File: src/hdl/otc_pkg.sv
// shared types, widths and constants of the oscillator trim calibrator
package otc_pkg;

    // fixed point format of the slope
    localparam int SLOPE_FRAC_BITS = 16;

    // field widths
    localparam int DAC_W = 16;
    localparam int ERR_W = 32;
    localparam int CMD_W = 2;
    localparam int PHASE_W = 3;
    localparam int WIN_W = 7;

    // slope magnitude and product widths
    localparam int SLOPE_MAG_W = DAC_W + SLOPE_FRAC_BITS;
    localparam int DEN_W = ERR_W + 1;
    localparam int PROD_W = ERR_W + SLOPE_MAG_W;

    // product saturation: above 2^62 the scaled magnitude is held at 2^40
    localparam int SAT_EXP = 62;
    localparam int SAT_VAL_EXP = 40;
    localparam int CMP_W = (PROD_W > SAT_EXP + 1) ? PROD_W : SAT_EXP + 1;
    localparam logic [CMP_W-1:0] SAT_LIMIT = CMP_W'(1) << SAT_EXP;
    localparam logic [CMP_W:0] ROUND_HALF = (CMP_W + 1)'(1) << (SLOPE_FRAC_BITS - 1);

    // width of the rounded product magnitude
    localparam int MAG_W = ((SAT_EXP + 1 - SLOPE_FRAC_BITS) > (SAT_VAL_EXP + 1)) ?
                           (SAT_EXP + 1 - SLOPE_FRAC_BITS) : (SAT_VAL_EXP + 1);
    localparam logic [MAG_W-1:0] MAG_SAT = MAG_W'(1) << SAT_VAL_EXP;

    // divider dividend width, shared by slope and window division
    localparam int SLOPE_DVD_W = ((SLOPE_MAG_W > ERR_W) ? SLOPE_MAG_W : ERR_W) + 1;
    localparam int DVD_W = (SLOPE_DVD_W > MAG_W) ? SLOPE_DVD_W : MAG_W;
    localparam int DIV_CNT_W = $clog2(DVD_W);
    localparam int MUL_CNT_W = $clog2(ERR_W);

    // measurement windows in seconds
    localparam logic [WIN_W-1:0] WIN_1 = WIN_W'(1);
    localparam logic [WIN_W-1:0] WIN_10 = WIN_W'(10);
    localparam logic [WIN_W-1:0] WIN_100 = WIN_W'(100);

    // register reset values
    localparam logic [DAC_W-1:0] DAC_MAX_RESET = 16'hFFFF;
    localparam logic [DAC_W-1:0] DEFAULT_DAC_RESET = 16'h77FA;

    // stream widths, whole bytes
    localparam int IN_FIELDS_W = 3 * ERR_W + 3;
    localparam int IN_TDATA_W = ((IN_FIELDS_W + 7) / 8) * 8;
    localparam int OUT_FIELDS_W = DAC_W + 3 + PHASE_W;
    localparam int OUT_TDATA_W = ((OUT_FIELDS_W + 7) / 8) * 8;

    // configuration register indexes
    localparam int CFG_IDX_W = 1;
    typedef enum logic [CFG_IDX_W-1:0] {
        REG_DAC_MAX     = 1'b0,
        REG_DEFAULT_DAC = 1'b1
    } otc_reg_t;

    // item commands
    typedef enum logic [CMD_W-1:0] {
        CMD_ENABLE  = 2'd0,
        CMD_DISABLE = 2'd1,
        CMD_MEASURE = 2'd2,
        CMD_NONE    = 2'd3
    } otc_cmd_code_t;

    // tuning phases
    typedef enum logic [PHASE_W-1:0] {
        PH_IDLE  = 3'd0,
        PH_CMIN  = 3'd1,
        PH_CMAX  = 3'd2,
        PH_CDONE = 3'd3,
        PH_FINE  = 3'd4
    } otc_phase_t;

    // source of a new dac code
    typedef enum logic [2:0] {
        DAC_ZERO      = 3'd0,
        DAC_MAX       = 3'd1,
        DAC_DEFAULT   = 3'd2,
        DAC_INTERCEPT = 3'd3,
        DAC_FINE      = 3'd4
    } otc_dac_sel_t;

    typedef enum logic {
        MUL_ERR_MIN  = 1'b0,
        MUL_FINE_ERR = 1'b1
    } otc_mul_sel_t;

    typedef enum logic {
        DIV_SLOPE  = 1'b0,
        DIV_WINDOW = 1'b1
    } otc_div_sel_t;

    // controller states
    typedef enum logic [3:0] {
        S_IDLE,
        S_DECODE,
        S_SLOPE_DIV,
        S_COARSE_START,
        S_COARSE_MUL,
        S_COARSE_SET,
        S_FINE_MUL,
        S_FINE_WIN,
        S_FINE_DIV,
        S_EMIT
    } otc_state_t;

    // one input item
    typedef struct packed {
        otc_cmd_code_t       cmd;
        logic [ERR_W-1:0]    err_1s;
        logic [ERR_W-1:0]    err_10s;
        logic [ERR_W-1:0]    err_100s;
        logic                flag_1s;
        logic                flag_10s;
        logic                flag_100s;
    } otc_item_t;

    // one result item, dac code in the lowest bits
    typedef struct packed {
        otc_phase_t          phase;
        logic                coarse_done;
        logic                restart_counters;
        logic                dac_write;
        logic [DAC_W-1:0]    dac_code;
    } otc_res_t;

    // controller to datapath
    typedef struct packed {
        logic                capture;
        logic                phase_load;
        otc_phase_t          phase_val;
        logic                dac_load;
        otc_dac_sel_t        dac_sel;
        logic                err_min_load;
        logic                slope_load;
        logic                mul_start;
        otc_mul_sel_t        mul_sel;
        logic                div_start;
        otc_div_sel_t        div_sel;
        logic                res_clear;
        logic                set_wr;
        logic                set_rst;
        logic                set_done;
        logic                emit;
    } otc_ctl_t;

    // datapath to controller
    typedef struct packed {
        otc_cmd_code_t       cmd;
        otc_phase_t          phase;
        logic                diff_zero;
        logic                any_flag;
        logic                mul_done;
        logic                div_done;
    } otc_stat_t;

endpackage

File: src/hdl/oscillator_trim_calibrator.sv
// top level: stream ports, configuration port and output register
// flow: enable, disable and coarse steps go from the decode state to the emit state, which waits
//   for a free output register; the coarse-done step with a slope first runs the DVD_W-step
//   restoring divider (47 steps at 16 fraction bits) and then the 32-step shift-add multiplier,
//   and a fine correction runs the same multiplier first and then the divider
// throughput: one item at a time; the next beat is taken once the result is in the output register
// reset: rst_n clears the sequencer, the tuning state (dac code to the default) and the registers
module oscillator_trim_calibrator (
    input  logic                              clk,
    input  logic                              rst_n,
    // input stream
    input  logic                              s_tvalid,
    output logic                              s_tready,
    // err_1s[31:0], err_10s[63:32], err_100s[95:64], flag_1s[96], flag_10s[97],
    // flag_100s[98], zero fill
    input  logic [otc_pkg::IN_TDATA_W-1:0]     s_tdata,
    // cmd[1:0]
    input  logic [otc_pkg::CMD_W-1:0]          s_tuser,
    // output stream
    output logic                              m_tvalid,
    input  logic                              m_tready,
    // dac_code[15:0], dac_write[16], restart_counters[17], coarse_done[18],
    // phase[21:19], zero fill
    output logic [otc_pkg::OUT_TDATA_W-1:0]    m_tdata,
    // configuration write channel
    input  logic                              cfg_valid,
    output logic                              cfg_ready,
    input  logic [otc_pkg::CFG_IDX_W-1:0]      cfg_index,
    input  logic [otc_pkg::DAC_W-1:0]          cfg_data
);
    import otc_pkg::*;

    otc_item_t  item;
    otc_ctl_t   ctl;
    otc_stat_t  stat;
    otc_res_t   res;
    otc_res_t   out_res_reg;
    logic       out_valid_reg;
    logic       idle;
    logic       in_beat;
    logic       out_free;

    // unpack the input beat
    always_comb
    begin
        item.cmd       = otc_cmd_code_t'(s_tuser);
        item.err_1s    = s_tdata[ERR_W-1:0];
        item.err_10s   = s_tdata[2*ERR_W-1:ERR_W];
        item.err_100s  = s_tdata[3*ERR_W-1:2*ERR_W];
        item.flag_1s   = s_tdata[3*ERR_W];
        item.flag_10s  = s_tdata[3*ERR_W+1];
        item.flag_100s = s_tdata[3*ERR_W+2];
    end

    assign s_tready  = idle;
    assign in_beat   = s_tvalid && idle;
    assign out_free  = !out_valid_reg || m_tready;
    assign cfg_ready = 1'b1;

    otc_ctrl u_ctrl (
        .clk      (clk),
        .rst_n    (rst_n),
        .in_beat  (in_beat),
        .out_free (out_free),
        .stat     (stat),
        .idle     (idle),
        .ctl      (ctl)
    );

    otc_datapath u_datapath (
        .clk       (clk),
        .rst_n     (rst_n),
        .cfg_we    (cfg_valid),
        .cfg_reg   (otc_reg_t'(cfg_index)),
        .cfg_value (cfg_data),
        .item      (item),
        .ctl       (ctl),
        .stat      (stat),
        .res       (res)
    );

    // output register
    always_ff @(posedge clk or negedge rst_n)
    begin
        if (!rst_n)
        begin
            out_valid_reg <= 1'b0;
        end
        else if (ctl.emit)
        begin
            out_valid_reg <= 1'b1;
        end
        else if (m_tready)
        begin
            out_valid_reg <= 1'b0;
        end
    end

    always_ff @(posedge clk)
    begin
        if (ctl.emit)
        begin
            out_res_reg <= res;
        end
    end

    assign m_tvalid = out_valid_reg;
    assign m_tdata  = OUT_TDATA_W'(out_res_reg);

    // an accepted beat moves the sequencer out of idle
    assert property (@(posedge clk) disable iff (!rst_n)
        (s_tvalid && s_tready) |=> !s_tready)
        else $error("sequencer stayed idle after an input beat");

    // a counter restart always comes with a dac write
    assert property (@(posedge clk) disable iff (!rst_n)
        (m_tvalid && out_res_reg.restart_counters) |-> out_res_reg.dac_write)
        else $error("counter restart without dac write");

    // finishing coarse calibration writes the dac and enters fine tuning
    assert property (@(posedge clk) disable iff (!rst_n)
        (m_tvalid && out_res_reg.coarse_done) |->
        (out_res_reg.dac_write && out_res_reg.phase == PH_FINE))
        else $error("coarse done without write or fine phase");

    // a new result appears only when the sequencer hands one over
    assert property (@(posedge clk) disable iff (!rst_n)
        $rose(m_tvalid) |-> $past(ctl.emit))
        else $error("output beat without a finished item");

endmodule

File: src/hdl/otc_mul.sv
// shift-add multiplier, one multiplier bit per cycle
module otc_mul (
    input  logic                           clk,
    input  logic                           rst_n,
    input  logic                           start,
    input  logic [otc_pkg::ERR_W-1:0]       a,
    input  logic [otc_pkg::SLOPE_MAG_W-1:0] b,
    output logic                           done,
    output logic [otc_pkg::PROD_W-1:0]      product
);
    import otc_pkg::*;

    logic                 busy_reg;
    logic                 done_reg;
    logic [MUL_CNT_W-1:0] cnt_reg;
    logic [ERR_W-1:0]     a_reg;
    logic [PROD_W-1:0]    b_reg;
    logic [PROD_W-1:0]    acc_reg;

    // control: counts the multiplier bits
    always_ff @(posedge clk or negedge rst_n)
    begin
        if (!rst_n)
        begin
            busy_reg <= 1'b0;
            done_reg <= 1'b0;
            cnt_reg  <= '0;
        end
        else
        begin
            done_reg <= 1'b0;
            if (start)
            begin
                busy_reg <= 1'b1;
                cnt_reg  <= '0;
            end
            else if (busy_reg)
            begin
                cnt_reg <= cnt_reg + MUL_CNT_W'(1);
                if (cnt_reg == MUL_CNT_W'(ERR_W - 1))
                begin
                    busy_reg <= 1'b0;
                    done_reg <= 1'b1;
                end
            end
        end
    end

    // partial product accumulation
    always_ff @(posedge clk)
    begin
        if (start)
        begin
            a_reg   <= a;
            b_reg   <= PROD_W'(b);
            acc_reg <= '0;
        end
        else if (busy_reg)
        begin
            if (a_reg[0])
            begin
                acc_reg <= acc_reg + b_reg;
            end
            a_reg <= a_reg >> 1;
            b_reg <= b_reg << 1;
        end
    end

    assign done    = done_reg;
    assign product = acc_reg;

endmodule

File: src/hdl/otc_div.sv
// restoring divider, one quotient bit per cycle
module otc_div (
    input  logic                       clk,
    input  logic                       rst_n,
    input  logic                       start,
    input  logic [otc_pkg::DVD_W-1:0]   dividend,
    input  logic [otc_pkg::DEN_W-1:0]   divisor,
    output logic                       done,
    output logic [otc_pkg::DVD_W-1:0]   quotient
);
    import otc_pkg::*;

    logic                 busy_reg;
    logic                 done_reg;
    logic [DIV_CNT_W-1:0] cnt_reg;
    logic [DEN_W-1:0]     den_reg;
    logic [DEN_W-1:0]     rem_reg;
    logic [DVD_W-1:0]     quo_reg;
    logic [DEN_W:0]       shifted;
    logic                 ge;

    // trial subtraction
    always_comb
    begin
        shifted = {rem_reg, quo_reg[DVD_W-1]};
        ge      = (shifted >= {1'b0, den_reg});
    end

    // control: counts the quotient bits
    always_ff @(posedge clk or negedge rst_n)
    begin
        if (!rst_n)
        begin
            busy_reg <= 1'b0;
            done_reg <= 1'b0;
            cnt_reg  <= '0;
        end
        else
        begin
            done_reg <= 1'b0;
            if (start)
            begin
                busy_reg <= 1'b1;
                cnt_reg  <= '0;
            end
            else if (busy_reg)
            begin
                cnt_reg <= cnt_reg + DIV_CNT_W'(1);
                if (cnt_reg == DIV_CNT_W'(DVD_W - 1))
                begin
                    busy_reg <= 1'b0;
                    done_reg <= 1'b1;
                end
            end
        end
    end

    // remainder and quotient shift
    always_ff @(posedge clk)
    begin
        if (start)
        begin
            den_reg <= divisor;
            rem_reg <= '0;
            quo_reg <= dividend;
        end
        else if (busy_reg)
        begin
            rem_reg <= ge ? DEN_W'(shifted - {1'b0, den_reg}) : shifted[DEN_W-1:0];
            quo_reg <= {quo_reg[DVD_W-2:0], ge};
        end
    end

    assign done     = done_reg;
    assign quotient = quo_reg;

endmodule

File: src/hdl/otc_datapath.sv
// calibration datapath: registers, slope and correction arithmetic
module otc_datapath (
    input  logic                         clk,
    input  logic                         rst_n,
    input  logic                         cfg_we,
    input  otc_pkg::otc_reg_t            cfg_reg,
    input  logic [otc_pkg::DAC_W-1:0]     cfg_value,
    input  otc_pkg::otc_item_t           item,
    input  otc_pkg::otc_ctl_t            ctl,
    output otc_pkg::otc_stat_t           stat,
    output otc_pkg::otc_res_t            res
);
    import otc_pkg::*;

    // configuration and architectural state
    logic [DAC_W-1:0]       dac_max_reg;
    logic [DAC_W-1:0]       default_dac_reg;
    otc_phase_t             phase_reg;
    logic [DAC_W-1:0]       dac_reg;
    logic [ERR_W-1:0]       err_min_reg;
    logic                   slope_neg_reg;
    logic [SLOPE_MAG_W-1:0] slope_mag_reg;

    // working registers
    otc_item_t              item_reg;
    logic                   prod_neg_reg;
    logic [WIN_W-1:0]       win_reg;
    logic [MAG_W-1:0]       mag_reg;
    logic                   res_wr_reg;
    logic                   res_rst_reg;
    logic                   res_done_reg;

    logic [DEN_W-1:0]       diff;
    logic                   diff_neg;
    logic [DEN_W-1:0]       den;
    logic [ERR_W-1:0]       fine_err;
    logic [WIN_W-1:0]       fine_win;
    logic                   any_flag;
    logic [ERR_W-1:0]       mul_err;
    logic [ERR_W-1:0]       mul_a;
    logic                   mul_done;
    logic [PROD_W-1:0]      product;
    logic [CMP_W-1:0]       prod_ext;
    logic [CMP_W:0]         prod_rnd;
    logic [MAG_W-1:0]       mag_next;
    logic [DVD_W-1:0]       div_dividend;
    logic [DEN_W-1:0]       div_divisor;
    logic                   div_done;
    logic [DVD_W-1:0]       div_quo;
    logic [DAC_W-1:0]       intercept;
    logic [DVD_W+1:0]       fine_val;
    logic [DAC_W-1:0]       fine_dac;
    logic [DAC_W-1:0]       dac_next;

    // line difference e1 - e0
    always_comb
    begin
        diff     = {item_reg.err_1s[ERR_W-1], item_reg.err_1s}
                 - {err_min_reg[ERR_W-1], err_min_reg};
        diff_neg = diff[DEN_W-1];
        den      = diff_neg ? (DEN_W'(0) - diff) : diff;
    end

    // first flagged window wins
    always_comb
    begin
        fine_err = item_reg.err_100s;
        fine_win = WIN_100;
        if (item_reg.flag_10s)
        begin
            fine_err = item_reg.err_10s;
            fine_win = WIN_10;
        end
        if (item_reg.flag_1s)
        begin
            fine_err = item_reg.err_1s;
            fine_win = WIN_1;
        end
        any_flag = item_reg.flag_1s | item_reg.flag_10s | item_reg.flag_100s;
    end

    // multiplier operand magnitude
    always_comb
    begin
        mul_err = (ctl.mul_sel == MUL_ERR_MIN) ? err_min_reg : fine_err;
        mul_a   = mul_err[ERR_W-1] ? (ERR_W'(0) - mul_err) : mul_err;
    end

    otc_mul u_mul (
        .clk     (clk),
        .rst_n   (rst_n),
        .start   (ctl.mul_start),
        .a       (mul_a),
        .b       (slope_mag_reg),
        .done    (mul_done),
        .product (product)
    );

    // round to nearest and saturate the product magnitude
    always_comb
    begin
        prod_ext = CMP_W'(product);
        prod_rnd = ({1'b0, prod_ext} + ROUND_HALF) >> SLOPE_FRAC_BITS;
        mag_next = (prod_ext > SAT_LIMIT) ? MAG_SAT : prod_rnd[MAG_W-1:0];
    end

    // divider operands
    always_comb
    begin
        if (ctl.div_sel == DIV_SLOPE)
        begin
            div_dividend = DVD_W'({dac_max_reg, {SLOPE_FRAC_BITS{1'b0}}})
                         + DVD_W'(den >> 1);
            div_divisor  = den;
        end
        else
        begin
            div_dividend = DVD_W'(mag_reg);
            div_divisor  = DEN_W'(win_reg);
        end
    end

    otc_div u_div (
        .clk      (clk),
        .rst_n    (rst_n),
        .start    (ctl.div_start),
        .dividend (div_dividend),
        .divisor  (div_divisor),
        .done     (div_done),
        .quotient (div_quo)
    );

    // intercept: -(signed product), clamped to the dac range
    always_comb
    begin
        if (!prod_neg_reg)
        begin
            intercept = '0;
        end
        else if (mag_reg > MAG_W'(dac_max_reg))
        begin
            intercept = dac_max_reg;
        end
        else
        begin
            intercept = mag_reg[DAC_W-1:0];
        end
    end

    // fine correction: dac minus truncated window quotient, clamped
    always_comb
    begin
        fine_val = prod_neg_reg ? ((DVD_W + 2)'(dac_reg) + (DVD_W + 2)'(div_quo))
                                : ((DVD_W + 2)'(dac_reg) - (DVD_W + 2)'(div_quo));
        if (fine_val[DVD_W+1])
        begin
            fine_dac = '0;
        end
        else if (fine_val > (DVD_W + 2)'(dac_max_reg))
        begin
            fine_dac = dac_max_reg;
        end
        else
        begin
            fine_dac = fine_val[DAC_W-1:0];
        end
    end

    // new dac code
    always_comb
    begin
        unique case (ctl.dac_sel)
            DAC_ZERO:      dac_next = '0;
            DAC_MAX:       dac_next = dac_max_reg;
            DAC_DEFAULT:   dac_next = default_dac_reg;
            DAC_INTERCEPT: dac_next = intercept;
            DAC_FINE:      dac_next = fine_dac;
            default:       dac_next = dac_reg;
        endcase
    end

    // configuration registers
    always_ff @(posedge clk or negedge rst_n)
    begin
        if (!rst_n)
        begin
            dac_max_reg     <= DAC_MAX_RESET;
            default_dac_reg <= DEFAULT_DAC_RESET;
        end
        else if (cfg_we)
        begin
            unique case (cfg_reg)
                REG_DAC_MAX:     dac_max_reg     <= cfg_value;
                REG_DEFAULT_DAC: default_dac_reg <= cfg_value;
                default:         ;
            endcase
        end
    end

    // tuning state
    always_ff @(posedge clk or negedge rst_n)
    begin
        if (!rst_n)
        begin
            phase_reg     <= PH_IDLE;
            dac_reg       <= DEFAULT_DAC_RESET;
            err_min_reg   <= '0;
            slope_neg_reg <= 1'b0;
            slope_mag_reg <= '0;
            res_wr_reg    <= 1'b0;
            res_rst_reg   <= 1'b0;
            res_done_reg  <= 1'b0;
        end
        else
        begin
            if (ctl.phase_load)
            begin
                phase_reg <= ctl.phase_val;
            end
            if (ctl.dac_load)
            begin
                dac_reg <= dac_next;
            end
            if (ctl.err_min_load)
            begin
                err_min_reg <= item_reg.err_1s;
            end
            if (ctl.slope_load)
            begin
                slope_mag_reg <= div_quo[SLOPE_MAG_W-1:0];
                slope_neg_reg <= diff_neg && (div_quo != '0);
            end
            // result pulses, cleared per item
            if (ctl.res_clear)
            begin
                res_wr_reg   <= 1'b0;
                res_rst_reg  <= 1'b0;
                res_done_reg <= 1'b0;
            end
            if (ctl.set_wr)
            begin
                res_wr_reg <= 1'b1;
            end
            if (ctl.set_rst)
            begin
                res_rst_reg <= 1'b1;
            end
            if (ctl.set_done)
            begin
                res_done_reg <= 1'b1;
            end
        end
    end

    // item and operand capture
    always_ff @(posedge clk)
    begin
        if (ctl.capture)
        begin
            item_reg <= item;
        end
        if (ctl.mul_start)
        begin
            prod_neg_reg <= mul_err[ERR_W-1] ^ slope_neg_reg;
            win_reg      <= fine_win;
        end
        if (mul_done)
        begin
            mag_reg <= mag_next;
        end
    end

    // status and result
    always_comb
    begin
        stat.cmd       = item_reg.cmd;
        stat.phase     = phase_reg;
        stat.diff_zero = (diff == '0);
        stat.any_flag  = any_flag;
        stat.mul_done  = mul_done;
        stat.div_done  = div_done;

        res.phase            = phase_reg;
        res.coarse_done      = res_done_reg;
        res.restart_counters = res_rst_reg;
        res.dac_write        = res_wr_reg;
        res.dac_code         = dac_reg;
    end

endmodule

File: src/hdl/otc_ctrl.sv
// calibration sequencer
module otc_ctrl (
    input  logic                clk,
    input  logic                rst_n,
    input  logic                in_beat,
    input  logic                out_free,
    input  otc_pkg::otc_stat_t  stat,
    output logic                idle,
    output otc_pkg::otc_ctl_t   ctl
);
    import otc_pkg::*;

    otc_state_t state_reg;
    otc_state_t state_next;

    // state register
    always_ff @(posedge clk or negedge rst_n)
    begin
        if (!rst_n)
        begin
            state_reg <= S_IDLE;
        end
        else
        begin
            state_reg <= state_next;
        end
    end

    // next state and commands
    always_comb
    begin
        state_next = state_reg;
        ctl        = '0;
        ctl.capture = in_beat;

        unique case (state_reg)
            S_IDLE:
            begin
                if (in_beat)
                begin
                    state_next = S_DECODE;
                end
            end

            S_DECODE:
            begin
                ctl.res_clear = 1'b1;
                state_next    = S_EMIT;
                unique case (stat.cmd)
                    CMD_DISABLE:
                    begin
                        ctl.phase_load = 1'b1;
                        ctl.phase_val  = PH_IDLE;
                    end
                    CMD_ENABLE:
                    begin
                        // restart coarse calibration at dac zero
                        ctl.dac_load   = 1'b1;
                        ctl.dac_sel    = DAC_ZERO;
                        ctl.set_wr     = 1'b1;
                        ctl.set_rst    = 1'b1;
                        ctl.phase_load = 1'b1;
                        ctl.phase_val  = PH_CMAX;
                    end
                    CMD_MEASURE:
                    begin
                        unique case (stat.phase)
                            PH_CMIN:
                            begin
                                ctl.dac_load   = 1'b1;
                                ctl.dac_sel    = DAC_ZERO;
                                ctl.set_wr     = 1'b1;
                                ctl.set_rst    = 1'b1;
                                ctl.phase_load = 1'b1;
                                ctl.phase_val  = PH_CMAX;
                            end
                            PH_CMAX:
                            begin
                                // first point taken, go to the top of the range
                                ctl.err_min_load = 1'b1;
                                ctl.dac_load     = 1'b1;
                                ctl.dac_sel      = DAC_MAX;
                                ctl.set_wr       = 1'b1;
                                ctl.set_rst      = 1'b1;
                                ctl.phase_load   = 1'b1;
                                ctl.phase_val    = PH_CDONE;
                            end
                            PH_CDONE:
                            begin
                                if (stat.diff_zero)
                                begin
                                    // flat line: fall back to the default code
                                    ctl.dac_load   = 1'b1;
                                    ctl.dac_sel    = DAC_DEFAULT;
                                    ctl.set_wr     = 1'b1;
                                    ctl.set_done   = 1'b1;
                                    ctl.phase_load = 1'b1;
                                    ctl.phase_val  = PH_FINE;
                                end
                                else
                                begin
                                    ctl.div_start = 1'b1;
                                    ctl.div_sel   = DIV_SLOPE;
                                    state_next    = S_SLOPE_DIV;
                                end
                            end
                            PH_FINE:
                            begin
                                if (stat.any_flag)
                                begin
                                    ctl.mul_start = 1'b1;
                                    ctl.mul_sel   = MUL_FINE_ERR;
                                    state_next    = S_FINE_MUL;
                                end
                            end
                            default:
                            begin
                            end
                        endcase
                    end
                    default:
                    begin
                    end
                endcase
            end

            S_SLOPE_DIV:
            begin
                if (stat.div_done)
                begin
                    ctl.slope_load = 1'b1;
                    state_next     = S_COARSE_START;
                end
            end

            S_COARSE_START:
            begin
                ctl.mul_start = 1'b1;
                ctl.mul_sel   = MUL_ERR_MIN;
                state_next    = S_COARSE_MUL;
            end

            S_COARSE_MUL:
            begin
                if (stat.mul_done)
                begin
                    state_next = S_COARSE_SET;
                end
            end

            S_COARSE_SET:
            begin
                ctl.dac_load   = 1'b1;
                ctl.dac_sel    = DAC_INTERCEPT;
                ctl.set_wr     = 1'b1;
                ctl.set_done   = 1'b1;
                ctl.phase_load = 1'b1;
                ctl.phase_val  = PH_FINE;
                state_next     = S_EMIT;
            end

            S_FINE_MUL:
            begin
                if (stat.mul_done)
                begin
                    state_next = S_FINE_WIN;
                end
            end

            S_FINE_WIN:
            begin
                ctl.div_start = 1'b1;
                ctl.div_sel   = DIV_WINDOW;
                state_next    = S_FINE_DIV;
            end

            S_FINE_DIV:
            begin
                ctl.div_sel = DIV_WINDOW;
                if (stat.div_done)
                begin
                    ctl.dac_load = 1'b1;
                    ctl.dac_sel  = DAC_FINE;
                    ctl.set_wr   = 1'b1;
                    state_next   = S_EMIT;
                end
            end

            S_EMIT:
            begin
                if (out_free)
                begin
                    ctl.emit   = 1'b1;
                    state_next = S_IDLE;
                end
            end

            default:
            begin
                state_next = S_IDLE;
            end
        endcase
    end

    assign idle = (state_reg == S_IDLE);

endmodule

File: config.mk
export PLATFORM = sky130hd
export DESIGN_NAME = oscillator_trim_calibrator
export DESIGN_NICKNAME = d
export VERILOG_FILES = /design/src/hdl/otc_pkg.sv /design/src/hdl/oscillator_trim_calibrator.sv /design/src/hdl/otc_mul.sv /design/src/hdl/otc_div.sv /design/src/hdl/otc_datapath.sv /design/src/hdl/otc_ctrl.sv
export SDC_FILE = /design/constraint.sdc
export NUM_CORES = 1
export LEC_CHECK = 0
export ABC_AREA = 0
export BUFFER_PORTS_ARGS = -buffer_cell sky130_fd_sc_hd__buf_4
export CAP_MARGIN = 20
export CORE_MARGIN = 2
export CORE_UTILIZATION = 50
export DETAILED_ROUTE_END_ITERATION = 6
export PLACE_DENSITY = 0.67
export SLEW_MARGIN = 5
export SYNTH_ARGS = -nofsm -noshare
export SYNTH_HDL_FRONTEND = slang
export SYNTH_SLANG_ARGS = --single-unit
export TNS_END_PERCENT = 20
File: constraint.sdc
create_clock -name clk -period 14 [get_ports clk]
set_clock_uncertainty 0.1 [all_clocks]
set_input_delay 0.7 -clock clk [delete_from_list [all_inputs] [get_ports clk]]
set_output_delay 0.7 -clock clk [all_outputs]
set_load 0.05 [all_outputs]
# Yosys cells after proc, flatten, opt, wreduce, memory -nomap -nowiden
# Index checks and enable logic that the tools add are counted.
[word_totals]
ff_bits = 590
input_bits = 128
word_cells = 196
[op_classes]
addsub = 11
magnitude_cmp = 4
eq_ne = 27
n_mux = 86
bitwise_logic = 4
n_reduce_logical = 23
[ops]
columns = ["operator", "count"]
rows = [
  ["32-bit two-way mux", 8],
  ["47-bit two-way mux", 3],
  ["16-bit case mux with 5 select lines", 1],
  ["33-bit two-way mux", 2],
  ["64-bit adder", 1],
  ["64-bit by 63-bit greater-than comparator with 1-bit output, second input constant", 1],
  ["16-bit two-way mux", 4],
  ["63-bit by 16-bit adder with 63-bit output, second input constant", 1],
  ["49-bit by 16-bit greater-than comparator with 1-bit output", 1],
  ["49-bit two-way mux", 1],
  ["16-bit by 47-bit adder with 48-bit output", 1],
  ["16-bit by 47-bit subtractor with 48-bit output", 1],
  ["47-bit by 16-bit greater-than comparator with 1-bit output", 1],
  ["47-bit nonzero test", 1],
  ["4-bit two-way mux", 11],
  ["4-bit case mux with 10 select lines", 1],
  ["34-bit by 33-bit greater-or-equal comparator with 1-bit output", 1],
  ["32-bit by 32-bit adder with 33-bit output", 1],
  ["33-bit zero test", 1],
  ["1-bit by 33-bit subtractor with 33-bit output, first input constant", 1],
  ["32-bit by 32-bit subtractor with 33-bit output", 1],
  ["33-bit subtractor", 1],
  ["1-bit by 32-bit subtractor with 32-bit output, first input constant", 1],
  ["1-bit two-way mux", 31],
  ["40 further kinds", 78],
]

# Longest topological paths before layout
[depth]
ltp_word = 10
ltp_mapped = 29
depth_no_buf = 27

# By module
# Synthesis repeated with hierarchy kept, for this count alone.
[unflattened]
hier_cells = 4133
hier_area_um2 = 39061.2
[modules_own_cells]
columns = ["mod", "instances", "cells_per_inst", "area_per_inst_um2", "seq_area_each_um2"]
rows = [
  ["otc_datapath", 1, 2283, 20703.6, 7592.3],
  ["otc_mul", 1, 1107, 10189.8, 4018.9],
  ["otc_div", 1, 629, 6829.0, 3263.1],
  ["oscillator_trim_calibrator", 1, 31, 744.5, 685.7],
  ["otc_ctrl", 1, 83, 594.3, 100.1],
]

# Least setup slack after synthesis
# Ideal clock, no wire load.
[synth_timing]
kind = "reg-to-reg"
startpoint = "register u_datapath.err_min_reg[0]"
endpoint = "register u_datapath.u_div.quo_reg[31], in the netlist u_datapath.u_div.quotient[31] (data pin)"
arrival_ns = 5.498
required_time_ns = 13.608
path_slack_ns = 8.110
path_stages_with_launch = 28
synth_period_minus_slack_ns = 5.890
cell_sequence = "dfrtp_1 > ha_1 > fa_1 > nand2b_1 > a21oi_1 > o211ai_1 > a211oi_1 > o2111ai_1 > nand4_1 > a41o_1 > clkbuf_1 > clkbuf_1 > a21oi_1 > xnor2_1 > inv_1 > ha_1 > a21o_1 > a21oi_1 > o21ai_0 > a211oi_1 > o31ai_1 > o41a_1 > a31o_2 > a21o_1 > a21oi_1 > xnor2_1 > nand2_1 > a31oi_1"
[synth_lines]
columns = ["element", "line_no", "rtl"]
rows = [
  ["start: declaration", "otc_datapath.sv:20", "logic [ERR_W-1:0] err_min_reg;"],
  ["start signal: assignment", "otc_datapath.sv:226", "err_min_reg <= item_reg.err_1s;"],
  ["32-bit by 32-bit subtractor with 33-bit output (*)", "otc_datapath.sv:59", "- {err_min_reg[ERR_W-1], err_min_reg};"],
  ["1-bit by 33-bit subtractor with 33-bit output", "otc_datapath.sv:61", "den = diff_neg ? (DEN_W'(0) - diff) : diff;"],
  ["33-bit two-way mux (*)", "otc_datapath.sv:61", ""],
  ["via u_datapath.den[18]", "otc_datapath.sv:35", "logic [DEN_W-1:0] den;"],
  ["32-bit by 32-bit adder with 33-bit output (*)", "otc_datapath.sv:113", "+ DVD_W'(den >> 1);"],
  ["47-bit two-way mux (*)", "otc_datapath.sv:110", "if (ctl.div_sel == DIV_SLOPE)"],
  ["47-bit two-way mux (*)", "otc_div.sv:61", "if (start)"],
  ["end signal: assignment", "otc_div.sv:65", "quo_reg <= dividend;"],
  ["end signal: assignment", "otc_div.sv:70", "quo_reg <= {quo_reg[DVD_W-2:0], ge};"],
  ["end: declaration", "otc_div.sv:18", "logic [DVD_W-1:0] quo_reg;"],
]
# Mark *: on every way through the listed nets, which the timed path passes. The rest lies on a longest branch.
# A chain may end at the register's enable or synchronous reset.

# Final worst setup path
# Same ends and word-level chain as after synthesis.

==> flow_metrics.tcl <==
set metrics [dict create \
    final.setup.tns_ns 0 \
    final.fill_count 6702 \
    postCtsHoldBufs 0 \
    io_pins 155 \
    fin_util 0.562 \
    io_buffer_count 146 \
    cts.reportedPaths.clkPinSlew_ns 0.06 \
    ff2ff_path_depth 26 \
    timing.setup.critical_path_class "reg2reg" \
    synth.top_cell.area_share 0.255 \
    relSlewSlack 0.259 \
    ys_async_sr_fraction 0.237 \
    finalSetupViolations 0 \
    synth_area_per_cell_sq_um 9.10 \
    critical_path.endpoint_type "flip-flop" \
    cts.htree.levels 3 \
    final_antenna_net_count 0 \
    dr_total_vias 31600 \
    hold_viol 0 \
    seqCellArea_sq_mm 0.0157 \
    p_leak_nw 17.3 \
    die_area_sq_mm 0.0772 \
    ys_warn_count 0 \
    floorplan.rows 100 \
    met1Wirelength_um 51000 \
    worstSkewPairLatency_ns 0.62 \
    max_cap_violations 0 \
    detail_route.first_pass.iterations 5 \
    timing.final.crit_share 0.481 \
    cts.sinks 586 \
    multiInputGateArea_sq_mm 0.0204 \
    grt_antenna_before_repair 3 \
    viasPerCell 6.08 \
    globalRouteOverflowTotal 0 \
    synth_ff_type "sky130_fd_sc_hd__edfxtp_1" \
    timing.critical_path.slowest_stage_cell "sky130_fd_sc_hd__fa_1" \
    drt-wirelength-per-cell_um 21.2 \
    synth_cells 4120 \
    pin_count_of_the_biggest_net_entering_global_routing 83 \
    timing.hold.worst.class "in2async" \
    layout.nets 4523 \
    initial_utilization 0.504 \
    ys_ff_latch 586 \
    max_freq_mhz 148 \
    cts.repair_timing.setup_buffer_count 0 \
    cts_root_buf "sky130_fd_sc_hd__clkbuf_16" \
    dp_hpwl_um 81300 \
    grt_setup_unrepaired "no" \
    drive_gt1_frac 0.117 \
    dpl_cells 5068 \
    detail_route.iter0.violations 3164 \
    synth_area_sq_mm 0.0375 \
    worst-path-max-fanout 30 \
    total_routed_wirelength_um 110000 \
    placed_cell_area_sq_mm 0.0393 \
    element_type_at_the_critical_path_start "flip-flop" \
    tot_gr_track_use 0.283 \
    vdd_ir_drop_max_uv 116 \
    final_common_cell "sky130_fd_sc_hd__nand2_1" \
    post_synth_edffs 318 \
    cp_data_arrival_time_ns 7.08 \
    cts.path.max_buffers 3 \
    grt_pass1_vias 29700 \
    detailroute.wirelength.met3_um 9180 \
    netlist-cell-type-count 102 \
    path_common_cell "sky130_fd_sc_hd__a21oi_1" \
    placeableCoreArea_sq_mm 0.0743 \
    dieHeight_um 278 \
    remaining_routing_drc_violations 0 \
    pwrdens_mw_per_mm2 214 \
    postCtsResizedCells 0 \
    synth.area.top_cells "sky130_fd_sc_hd__edfxtp_1 25%, sky130_fd_sc_hd__ha_1 7.2%, sky130_fd_sc_hd__dfxtp_1 6.9%, sky130_fd_sc_hd__dfrtp_1 6.6%, sky130_fd_sc_hd__nand2_1 5.1%" \
    timing.final.max_slew_violations 0 \
    detailroute.wirelength.met2_um 46700 \
    critical_path_required_ns 14.35 \
    worstMarginPinSlew_ns 1.10 \
    final_cell_area_sq_mm 0.0418 \
    ys_seq_area_frac 0.418 \
    report.power.total_mw 8.94 \
    clock_tree_from_tritoncts "yes" \
    status "complete, no violations" \
    final_cell_count_no_fill 5199 \
    yosys.area.top_type "sky130_fd_sc_hd__edfxtp_1" \
    dieWidth_um 278 \
    largest_register_ffs 99 \
    dr.max_layer_used "met5" \
    most-common-layout-cells "507 x sky130_fd_sc_hd__nand2_1, 398 x sky130_fd_sc_hd__nor2_1, 338 x sky130_fd_sc_hd__a21oi_1" \
    wire_length_of_the_first_global_routing_pass_um 172000 \
    cpPeakStageDelay_ns 0.42 \
    numCtsBuffers 69 \
    globalplace.congestion 1.02 \
    area_growth_pct 11.4 \
    minimum_period_implied_by_the_final_worst_setup_slack_ns 6.74 \
]
-- final timing paths --
kind | from | to | slack (ns)
setup / recovery | u_datapath.err_min_reg[0] | u_datapath.u_div.quotient[31] | 7.26
hold / removal | rst_n | u_datapath.slope_mag_reg[31] | 0.04
setup reg to reg | u_datapath.err_min_reg[0] | u_datapath.u_div.quotient[31] | 7.26
hold reg to reg | u_datapath.u_mul.product[9] | u_datapath.u_mul.product[9] | 0.37
max in group asynchronous | rst_n | u_datapath.u_mul.done | 12.15
min in group clk | s_tdata[39] | u_datapath.item_reg[42] | 0.15
-- stage by stage --
stage,hold WS [ns],setup slack (ns)
after floorplan,0.304,8.11
after CTS,0.0815,7.32
after detailed placement,0.367,7.39
after global routing,0.0921,6.75
final,0.0374,7.26
after global placement,0.362,7.44
-- cells by family after synthesis --
logic type	count (synthesis)	synth area share
and+or+nand+nor	1455	0.180
AOI/OAI and AO/OA	1090	0.189
DFF	586	0.418
buffers and inverters	376	0.0398
xor gates and xnor gates	244	0.0570
adders and majority gates	222	0.0753
muxes	145	0.0409
other	2	0.000200
-- power breakdown --
| group | switching [mW] | internal (mW) | leakage (nW) |
|---|---|---|---|
| combinational | 2.85 | 1.61 | 10.4 |
| clock | 0.758 | 1.16 | 1.18 |
| sequential | 0.304 | 2.25 | 5.74 |
| total | 3.92 | 5.02 | 17.3 |
-- Yosys cell counts (all sizes together), types with 56 or more instances --
cell	number
mux2i	81
nand4	56
edfxtp	318
nand2	511
mux2	64
xor2	128
o21ai	251
nor3	91
nand3	114
nor2	400
inv	169
dfxtp	129
dfrtp	99
a211oi	60
buf	57
clkbuf	149
xnor2	116
ha	216
a21o	93
and3	56
a21oi	341
-- worst max-delay path: cells and delay by family (launching register included) --
kind / cells / cell delay (ns)
AO/OA/AOI/OAI: 16 / 3.71
XOR/XNOR: 2 / 0.55
adder cells (fa/ha/maj): 3 / 0.91
buffers and inverters: 2 / 0.42
flip-flops: 1 / 0.40
AND/OR/NAND/NOR: 3 / 0.48
-- final cells by class --
class / instances / share of cell area
antenna: 1 / 0.0000599
clock buffer: 89 / 0.0459
clock inverter: 38 / 0.0119
inverter: 170 / 0.0154
multi-input combinational: 3159 / 0.488
sequential: 586 / 0.375
tap: 969 / 0.0290
timing repair buffer: 187 / 0.0343
-- metal layers --
metal / vias to the layer above / global-route usage
li1: 15100 / -
met1: 15100 / 0.422
met2: 1272 / 0.416
met3: 153 / 0.0403
met4: 2 / 0.0983
met5: - / 0
(Power assumes the default switching activity.)
